===== src/sv/scpwm_pkg.sv =====
package scpwm_pkg;

    typedef enum logic [1:0] {
        CMD_WRITE = 2'd0,
        CMD_READ  = 2'd1,
        CMD_TICK  = 2'd2
    } cmd_t;

    typedef enum logic {
        CFG_PRESCALE = 1'b0,
        CFG_SLEEP    = 1'b1
    } cfg_index_t;

    localparam logic [7:0] MODE_ADDR      = 8'h00;
    localparam logic [7:0] PRESCALE_ADDR  = 8'hFE;
    localparam logic [7:0] BASE_ADDR      = 8'h06;
    localparam int         SLEEP_BIT      = 4;
    localparam logic [7:0] MIN_PRESCALE   = 8'd3;
    localparam logic [7:0] PRESCALE_RESET = 8'd30;
    localparam int         LEVEL_BITS     = 16;

    localparam logic [1:0] SEL_ON_LOW   = 2'd0;
    localparam logic [1:0] SEL_ON_HIGH  = 2'd1;
    localparam logic [1:0] SEL_OFF_LOW  = 2'd2;
    localparam logic [1:0] SEL_OFF_HIGH = 2'd3;

    typedef struct packed {
        logic       wr_en;
        logic [7:0] offset;
        logic [7:0] wdata;
    } bank_req_t;

endpackage


===== src/sv/scpwm_timebase.sv =====
module scpwm_timebase import scpwm_pkg::*; #(
    parameter int COUNT_BITS = 12
) (
    input  logic                  aclk,
    input  logic                  aresetn,
    input  logic                  tick_en,
    input  logic [7:0]            prescale,
    output logic [COUNT_BITS-1:0] period_next
);

    logic [7:0]            presc_cnt_reg;
    logic [7:0]            presc_cnt_next;
    logic [COUNT_BITS-1:0] period_reg;
    logic [7:0]            eff_prescale;

    always_comb begin
        eff_prescale   = (prescale < MIN_PRESCALE) ? MIN_PRESCALE : prescale;
        presc_cnt_next = presc_cnt_reg;
        period_next    = period_reg;
        if (tick_en) begin
            if (presc_cnt_reg >= eff_prescale) begin
                presc_cnt_next = 8'd0;
                period_next    = period_reg + COUNT_BITS'(1);
            end else begin
                presc_cnt_next = presc_cnt_reg + 8'd1;
            end
        end
    end

    always_ff @(posedge aclk) begin
        if (!aresetn) begin
            presc_cnt_reg <= 8'd0;
            period_reg    <= '0;
        end else begin
            presc_cnt_reg <= presc_cnt_next;
            period_reg    <= period_next;
        end
    end

endmodule


===== src/sv/scpwm_bank.sv =====
module scpwm_bank import scpwm_pkg::*; #(
    parameter int CHANNELS   = 16,
    parameter int COUNT_BITS = 12
) (
    input  logic                  aclk,
    input  logic                  aresetn,
    input  bank_req_t             req,
    input  logic [COUNT_BITS-1:0] period_next,
    output logic [7:0]            rd_byte,
    output logic [LEVEL_BITS-1:0] levels_next
);

    logic [COUNT_BITS-1:0] on_reg  [CHANNELS];
    logic [COUNT_BITS-1:0] off_reg [CHANNELS];
    logic [COUNT_BITS-1:0] on_next [CHANNELS];
    logic [COUNT_BITS-1:0] off_next[CHANNELS];

    always_comb begin
        logic [15:0] on_wide;
        logic [15:0] off_wide;
        for (int i = 0; i < CHANNELS; i++) begin
            on_wide  = 16'(on_reg[i]);
            off_wide = 16'(off_reg[i]);
            if (req.wr_en && (req.offset[7:2] == 6'(i))) begin
                case (req.offset[1:0])
                    SEL_ON_LOW:   on_wide[7:0]   = req.wdata;
                    SEL_ON_HIGH:  on_wide[15:8]  = req.wdata;
                    SEL_OFF_LOW:  off_wide[7:0]  = req.wdata;
                    SEL_OFF_HIGH: off_wide[15:8] = req.wdata;
                    default:      on_wide        = 16'(on_reg[i]);
                endcase
            end
            on_next[i]  = on_wide[COUNT_BITS-1:0];
            off_next[i] = off_wide[COUNT_BITS-1:0];
        end
    end

    always_comb begin
        levels_next = '0;
        for (int i = 0; i < CHANNELS; i++) begin
            if (on_next[i] == off_next[i]) begin
                levels_next[i] = 1'b0;
            end else if (on_next[i] < off_next[i]) begin
                levels_next[i] = (period_next >= on_next[i]) && (period_next < off_next[i]);
            end else begin
                levels_next[i] = (period_next >= on_next[i]) || (period_next < off_next[i]);
            end
        end
    end

    always_comb begin
        logic [15:0] on_rd;
        logic [15:0] off_rd;
        rd_byte = 8'd0;
        for (int i = 0; i < CHANNELS; i++) begin
            on_rd  = 16'(on_reg[i]);
            off_rd = 16'(off_reg[i]);
            if (req.offset[7:2] == 6'(i)) begin
                case (req.offset[1:0])
                    SEL_ON_LOW:   rd_byte = on_rd[7:0];
                    SEL_ON_HIGH:  rd_byte = on_rd[15:8];
                    SEL_OFF_LOW:  rd_byte = off_rd[7:0];
                    SEL_OFF_HIGH: rd_byte = off_rd[15:8];
                    default:      rd_byte = 8'd0;
                endcase
            end
        end
    end

    always_ff @(posedge aclk) begin
        if (!aresetn) begin
            for (int i = 0; i < CHANNELS; i++) begin
                on_reg[i]  <= '0;
                off_reg[i] <= '0;
            end
        end else begin
            for (int i = 0; i < CHANNELS; i++) begin
                on_reg[i]  <= on_next[i];
                off_reg[i] <= off_next[i];
            end
        end
    end

endmodule


===== src/sv/sixteen_channel_pwm_controller.sv =====
// Sixteen-channel PWM controller with a byte register map. Each request on the
// slave stream is a register write, a register read or one oscillator tick, and
// each produces exactly one response holding the read byte, the channel levels
// after the request and an access error flag. The block takes one request per
// clock while the master side keeps tready high: a request waits in the input
// register, its register update, counter step and sixteen window compares are
// done combinationally from it, and the response is loaded into the output
// register, which presents it; while the master side stalls, the request
// stays there. The prescale and sleep registers may also be set
// through the configuration port while no request is in flight.
module sixteen_channel_pwm_controller import scpwm_pkg::*; #(
    parameter int CHANNELS   = 16,
    parameter int COUNT_BITS = 12
) (
    input  logic        aclk,
    input  logic        aresetn,
    input  logic        s_tvalid,
    output logic        s_tready,
    input  logic [15:0] s_tdata,   // reg_addr[7:0], write_data[15:8]
    input  logic [1:0]  s_tuser,   // cmd[1:0]
    output logic        m_tvalid,
    input  logic        m_tready,
    output logic [31:0] m_tdata,   // read_data[7:0], pwm_levels[23:8], access_error[24]
    input  logic        cfg_wr_en,
    input  logic        cfg_index,
    input  logic [7:0]  cfg_wdata
);

    localparam logic [8:0] CHAN_END = 9'(int'(BASE_ADDR) + 4 * CHANNELS);

    logic        in_valid_reg;
    logic [1:0]  in_cmd_reg;
    logic [7:0]  in_addr_reg;
    logic [7:0]  in_data_reg;

    logic        out_valid_reg;
    logic        out_valid_next;
    logic [7:0]  out_rdata_reg;
    logic [LEVEL_BITS-1:0] out_levels_reg;
    logic        out_err_reg;

    logic        sleep_reg;
    logic        sleep_next;
    logic [7:0]  prescale_reg;
    logic [7:0]  prescale_next;

    logic        proc_fire;
    logic        is_chan;
    logic        is_mode;
    logic        is_presc;
    logic        tick_en;
    logic [7:0]  rdata;
    logic        err;
    logic [7:0]  bank_rd;
    logic [LEVEL_BITS-1:0] levels_next;
    logic [COUNT_BITS-1:0] period_next;
    bank_req_t   bank_req;

    assign proc_fire = in_valid_reg && (!out_valid_reg || m_tready);
    assign s_tready  = !in_valid_reg || proc_fire;

    assign is_chan  = (in_addr_reg >= BASE_ADDR) && ({1'b0, in_addr_reg} < CHAN_END);
    assign is_mode  = (in_addr_reg == MODE_ADDR);
    assign is_presc = (in_addr_reg == PRESCALE_ADDR);

    always_comb begin
        bank_req.wr_en  = 1'b0;
        bank_req.offset = in_addr_reg - BASE_ADDR;
        bank_req.wdata  = in_data_reg;
        sleep_next      = sleep_reg;
        prescale_next   = prescale_reg;
        tick_en         = 1'b0;
        rdata           = 8'd0;
        err             = 1'b0;
        if (proc_fire) begin
            case (in_cmd_reg)
                CMD_WRITE: begin
                    if (is_chan) begin
                        bank_req.wr_en = 1'b1;
                    end else if (is_mode) begin
                        sleep_next = in_data_reg[SLEEP_BIT];
                    end else if (is_presc) begin
                        if (sleep_reg) begin
                            prescale_next = in_data_reg;
                        end
                    end else begin
                        err = 1'b1;
                    end
                end
                CMD_READ: begin
                    if (is_chan) begin
                        rdata = bank_rd;
                    end else if (is_mode) begin
                        rdata = 8'(sleep_reg) << SLEEP_BIT;
                    end else if (is_presc) begin
                        rdata = prescale_reg;
                    end else begin
                        err = 1'b1;
                    end
                end
                CMD_TICK: begin
                    tick_en = !sleep_reg;
                end
                default: begin
                    tick_en = 1'b0;
                end
            endcase
        end
        if (cfg_wr_en) begin
            case (cfg_index)
                CFG_PRESCALE: prescale_next = cfg_wdata;
                CFG_SLEEP:    sleep_next    = cfg_wdata[0];
                default:      sleep_next    = sleep_reg;
            endcase
        end
    end

    assign out_valid_next = proc_fire ? 1'b1 : (m_tready ? 1'b0 : out_valid_reg);

    scpwm_timebase #(
        .COUNT_BITS (COUNT_BITS)
    ) u_timebase (
        .aclk        (aclk),
        .aresetn     (aresetn),
        .tick_en     (tick_en),
        .prescale    (prescale_reg),
        .period_next (period_next)
    );

    scpwm_bank #(
        .CHANNELS   (CHANNELS),
        .COUNT_BITS (COUNT_BITS)
    ) u_bank (
        .aclk        (aclk),
        .aresetn     (aresetn),
        .req         (bank_req),
        .period_next (period_next),
        .rd_byte     (bank_rd),
        .levels_next (levels_next)
    );

    always_ff @(posedge aclk) begin
        if (!aresetn) begin
            in_valid_reg  <= 1'b0;
            out_valid_reg <= 1'b0;
            sleep_reg     <= 1'b1;
            prescale_reg  <= PRESCALE_RESET;
        end else begin
            if (s_tready) begin
                in_valid_reg <= s_tvalid;
            end
            out_valid_reg <= out_valid_next;
            sleep_reg     <= sleep_next;
            prescale_reg  <= prescale_next;
        end
    end

    always_ff @(posedge aclk) begin
        if (s_tready && s_tvalid) begin
            in_cmd_reg  <= s_tuser;
            in_addr_reg <= s_tdata[7:0];
            in_data_reg <= s_tdata[15:8];
        end
        if (proc_fire) begin
            out_rdata_reg  <= rdata;
            out_levels_reg <= levels_next;
            out_err_reg    <= err;
        end
    end

    assign m_tvalid = out_valid_reg;
    assign m_tdata  = {7'd0, out_err_reg, out_levels_reg, out_rdata_reg};

endmodule


===== config.mk =====
export PLATFORM = sky130hd
export DESIGN_NAME = sixteen_channel_pwm_controller
export DESIGN_NICKNAME = d
export VERILOG_FILES = /design/src/sv/scpwm_pkg.sv /design/src/sv/scpwm_timebase.sv /design/src/sv/scpwm_bank.sv /design/src/sv/sixteen_channel_pwm_controller.sv
export SDC_FILE = /design/constraint.sdc
export NUM_CORES = 2
export LEC_CHECK = 0
export ABC_AREA = 0
export BUFFER_PORTS_ARGS = -buffer_cell sky130_fd_sc_hd__buf_4
export CAP_MARGIN = 0
export CORE_AREA = 2 2 164 327
export CTS_BUF_LIST = sky130_fd_sc_hd__clkbuf_8
export DETAILED_ROUTE_END_ITERATION = 7
export DIE_AREA = 0 0 166 329
export PLACE_DENSITY = 0.82
export SETUP_SLACK_MARGIN = 0.02
export SLEW_MARGIN = 25
export SYNTH_ARGS = -nofsm -noshare
export SYNTH_HDL_FRONTEND = slang
export SYNTH_HIERARCHICAL = 1
export SYNTH_SLANG_ARGS = --single-unit

===== constraint.sdc =====
create_clock -name aclk -period 7.4 [get_ports aclk]
set_input_delay 0.74 -clock aclk [delete_from_list [all_inputs] [get_ports aclk]]
set_output_delay 0.74 -clock aclk [all_outputs]
set_load 0.005 [all_outputs]

==> flow_summary.ini <==
[layout]
areaGrowthSynthToFinish_pct = 7.90
fin_area_mm2 = 0.0369
n_fill_cell = 4072
multi_input_area_mm2 = 0.0232
nNetsFinal = 4198
final_util = 0.706
drive_above_1_share = 0.0952
seqCellArea_mm2 = 0.00960
finalNonFillerCells = 4313

[worst_setup_path]
critPathMaxStageDelay_ns = 0.82
timing.rr.end = out_levels_reg[14]$_DFFE_PP_
cp_common_cell = ha_1
endpoint_kind = flop
start_kind = flop
crit_path_start = in_addr_reg[1]$_DFFE_PP_
required_ns = 7.77
worstSetupPathType = reg2reg
r2r_start = in_addr_reg[1]$_DFFE_PP_
slowest_stage = nor4b_1
crit_chain = ha_1 > xnor2_1 > nor4b_1 > nand3_1 > nor2_1 > mux2i_1 > inv_1 > ha_1 > and3_1 > nand4_1 > a21oi_1 > a2111oi_0 > nand2b_1 > o211ai_1 > o22ai_1
r2r_cells = 15
cp.arrival_ns = 6.27
path_max_fanout = 11
reg2reg_slack_ns = 1.50

[sta]
setup_tns_ns = 0
max_freq_mhz = 170
rsz0062_at_grt = no
hold_viol_final = 0
fin_skew_ns = 0.0207
max-slew-margin-rel = 0.212
worst_pin_slew_ns = 1.15
min_period_ns = 5.90
setup_viol = 0
slew_violations = 0
finalCritPeriodShare = 0.797

[clock_network]
cts_buffer_depth = 3
post_cts_resized = 0
cts_tree = yes
htree_levels = 3
postCtsSetupBuffers = 0
clock_sinks = 458
clock_latency_ns = 0.66
ctsHoldBuffers = 0
cts-root-buf = clkbuf_8
cts_made_buffers = 70
path_clk_slew_ns = 0.06

[floorplan]
dieArea_mm2 = 0.0546
io_pins = 66
coreArea_mm2 = 0.0523
start_util = 0.654
die_w_um = 166
die_h_um = 329
std_cell_rows = 119

[power_and_ir_drop]
power_density_mw_per_mm2 = 138
p_sw_frac = 0.251
ir_worst_vdd_mv = 0.217
power_uw = 5100
p_clk_frac = 0.442
comb_power_share = 0.061
p_sw_uw = 1280
internal_power_uw = 3820
leakage_uw = 0.0191
seq_power_share = 0.496

[synth]
ys_ff_latch = 458
synth.distinct_cells = 87
synth_ff_type = dfxtp_1
synth_top_area_cell = dfxtp_1
synth_common_cells = ha_1 (571), mux2i_1 (430), dfxtp_1 (415), nor2b_1 (400), inv_1 (233)
synth_top_family_by_area = adder cells
synth_mux_area_frac = 0.176
synthCells = 3554
synth.area.top_cells = dfxtp_1 (24%), ha_1 (21%), mux2i_1 (13%)
synth_area_mm2 = 0.0342
synth_most_common_cell = ha_1
synth_fa_ha_area_frac = 0.210
synth-simple-area-share = 0.163
synth_xor_area_frac = 0.00461
syn_area_per_cell_um2 = 9.62
synth_top_area_frac = 0.243
yosys_warnings = 6
synth_compound_area_frac = 0.122
synth-seq-area-share = 0.281
synth_edf_count = 43
synthArstFlopShare = 0

[placement]
dpl-instance-area_mm2 = 0.0354
dp_hpwl_mm = 75.0
port_buffers = 58
gp_congestion = 1.03
dp_cells = 4188

[global_route]
grt_usage = 0.386
grt_max_degree = 230
use_met2 = 0.626
antenna_found_initial = 2
grt_pass1_wl_mm = 165
grtUsageMet3 = 0.0680
first_global_vias = 29000
busiest_layer = met2
use_met1 = 0.468
grt-ovfl-total = 0

[drt]
drtIter0Drc = 2575
vias = 28800
drt_wl_total_mm = 107
drc = 0
detail_route.wl_per_cell_um = 24.8
first_pass_iters = 7
vias_per_cell = 6.68
postRouteAntennaNets = 0

[job]
cap_viol_max_count = 0

[hold_path]
hold_depth = 1
hold_start = s_tdata[15]
hp-class = in2reg
min_to = in_data_reg[7]$_DFFE_PP_

[run_status]
status = complete, no violations
[metrics by stage]
| step | hold WS, ns | setup slack (ns) |
|---|---|---|
| final | 0.262 | 1.50 |
| after global placement | 0.505 | 1.97 |
| after detailed placement | 0.532 | 1.71 |
| after CTS | 0.230 | 1.70 |
| after global routing | 0.237 | 1.23 |
| after floorplan | 0.454 | 2.03 |
[cell families (layout without fill, tap and decap cells)]
logic type,after synthesis,after routing
AND/OR/NAND/NOR,984,984
AO/OA/AOI/OAI,627,627
adder cells (fa/ha/maj),575,575
multiplexers,512,512
flip-flops,458,458
buffers and inverters,379,465
XOR/XNOR,18,18
other,1,9
[critical path: cells and delay by family, from the launching register on]
family          cells  cell delay (ns)
mux                 1             0.34
fa+ha+maj           2             0.62
flops               1             0.52
simple gates        6             2.39
buf+inv             1             0.08
xor+xnor            1             0.81
compound gates      4             0.86
[placed cells by master, fill, tap and decap left out, types with 12 or more instances in the layout]
master,netlist,routed
nor2_1,117,117
mux2i_1,430,430
mux4_2,68,68
or3_1,13,13
nand3_1,62,62
nand4_1,75,75
clkbuf_8,0,90
edfxtp_1,43,43
a211oi_1,33,33
o21ai_0,103,103
and3_1,16,16
ha_1,571,571
a2111oi_0,19,19
mux2_2,12,12
a22oi_1,22,22
o21a_1,26,26
nand2_1,139,136
dfxtp_1,415,415
o211ai_1,30,30
nand2b_1,32,32
nor2b_1,400,400
nor3_1,34,33
a31oi_1,20,20
buf_4,10,103
o2111ai_1,18,18
o22ai_1,22,22
a21o_1,106,106
o31ai_1,13,13
inv_1,233,251
a21oi_1,147,147
and2_1,16,15
[routing by layer]
| metal | up-vias | share of wire | routed length [um] |
|---|---|---|---|
| met5 | - | 0 | 0 |
| met4 | 0 | 0.077 | 8210 |
| met3 | 469 | 0.080 | 8560 |
| met2 | 1424 | 0.45 | 48700 |
| met1 | 13800 | 0.39 | 41700 |
| li1 | 13100 | - | - |
[how the worst max path moves through the flow]
| stage | endpoint | slack [ns] | depth (start not counted) |
|---|---|---|---|
| floorplan | out_levels_reg[4]$_DFFE_PP_ | 2.03 | 16 |
| finish | out_levels_reg[14]$_DFFE_PP_ | 1.50 | 15 |
| global route | out_levels_reg[14]$_DFFE_PP_ | 1.23 | 15 |
| detailed placement | out_levels_reg[14]$_DFFE_PP_ | 1.71 | 15 |
| CTS | out_levels_reg[14]$_DFFE_PP_ | 1.70 | 15 |
| global placement | out_levels_reg[10]$_DFFE_PP_ | 1.97 | 15 |
[final cells by class]
class | instances | share of cell area
well taps | 665 | 0.0226
inverters | 233 | 0.0238
clock buffers | 90 | 0.0336
flip-flops and latches | 458 | 0.260
repair buffers | 109 | 0.0241
multi-input cells | 2723 | 0.630
clock inverters | 33 | 0.00580
diodes | 2 | 0.000136
[power groups by stage]
stage	combinational, uW	clock, uW	sequential (uW)
floorplan	199	0	2580
global placement	301	0	2590
detailed placement	305	0	2590
CTS	306	2280	2530
global route	324	2380	2530
finish	314	2260	2530
Note: power is estimated with default switching activity, not from simulation.
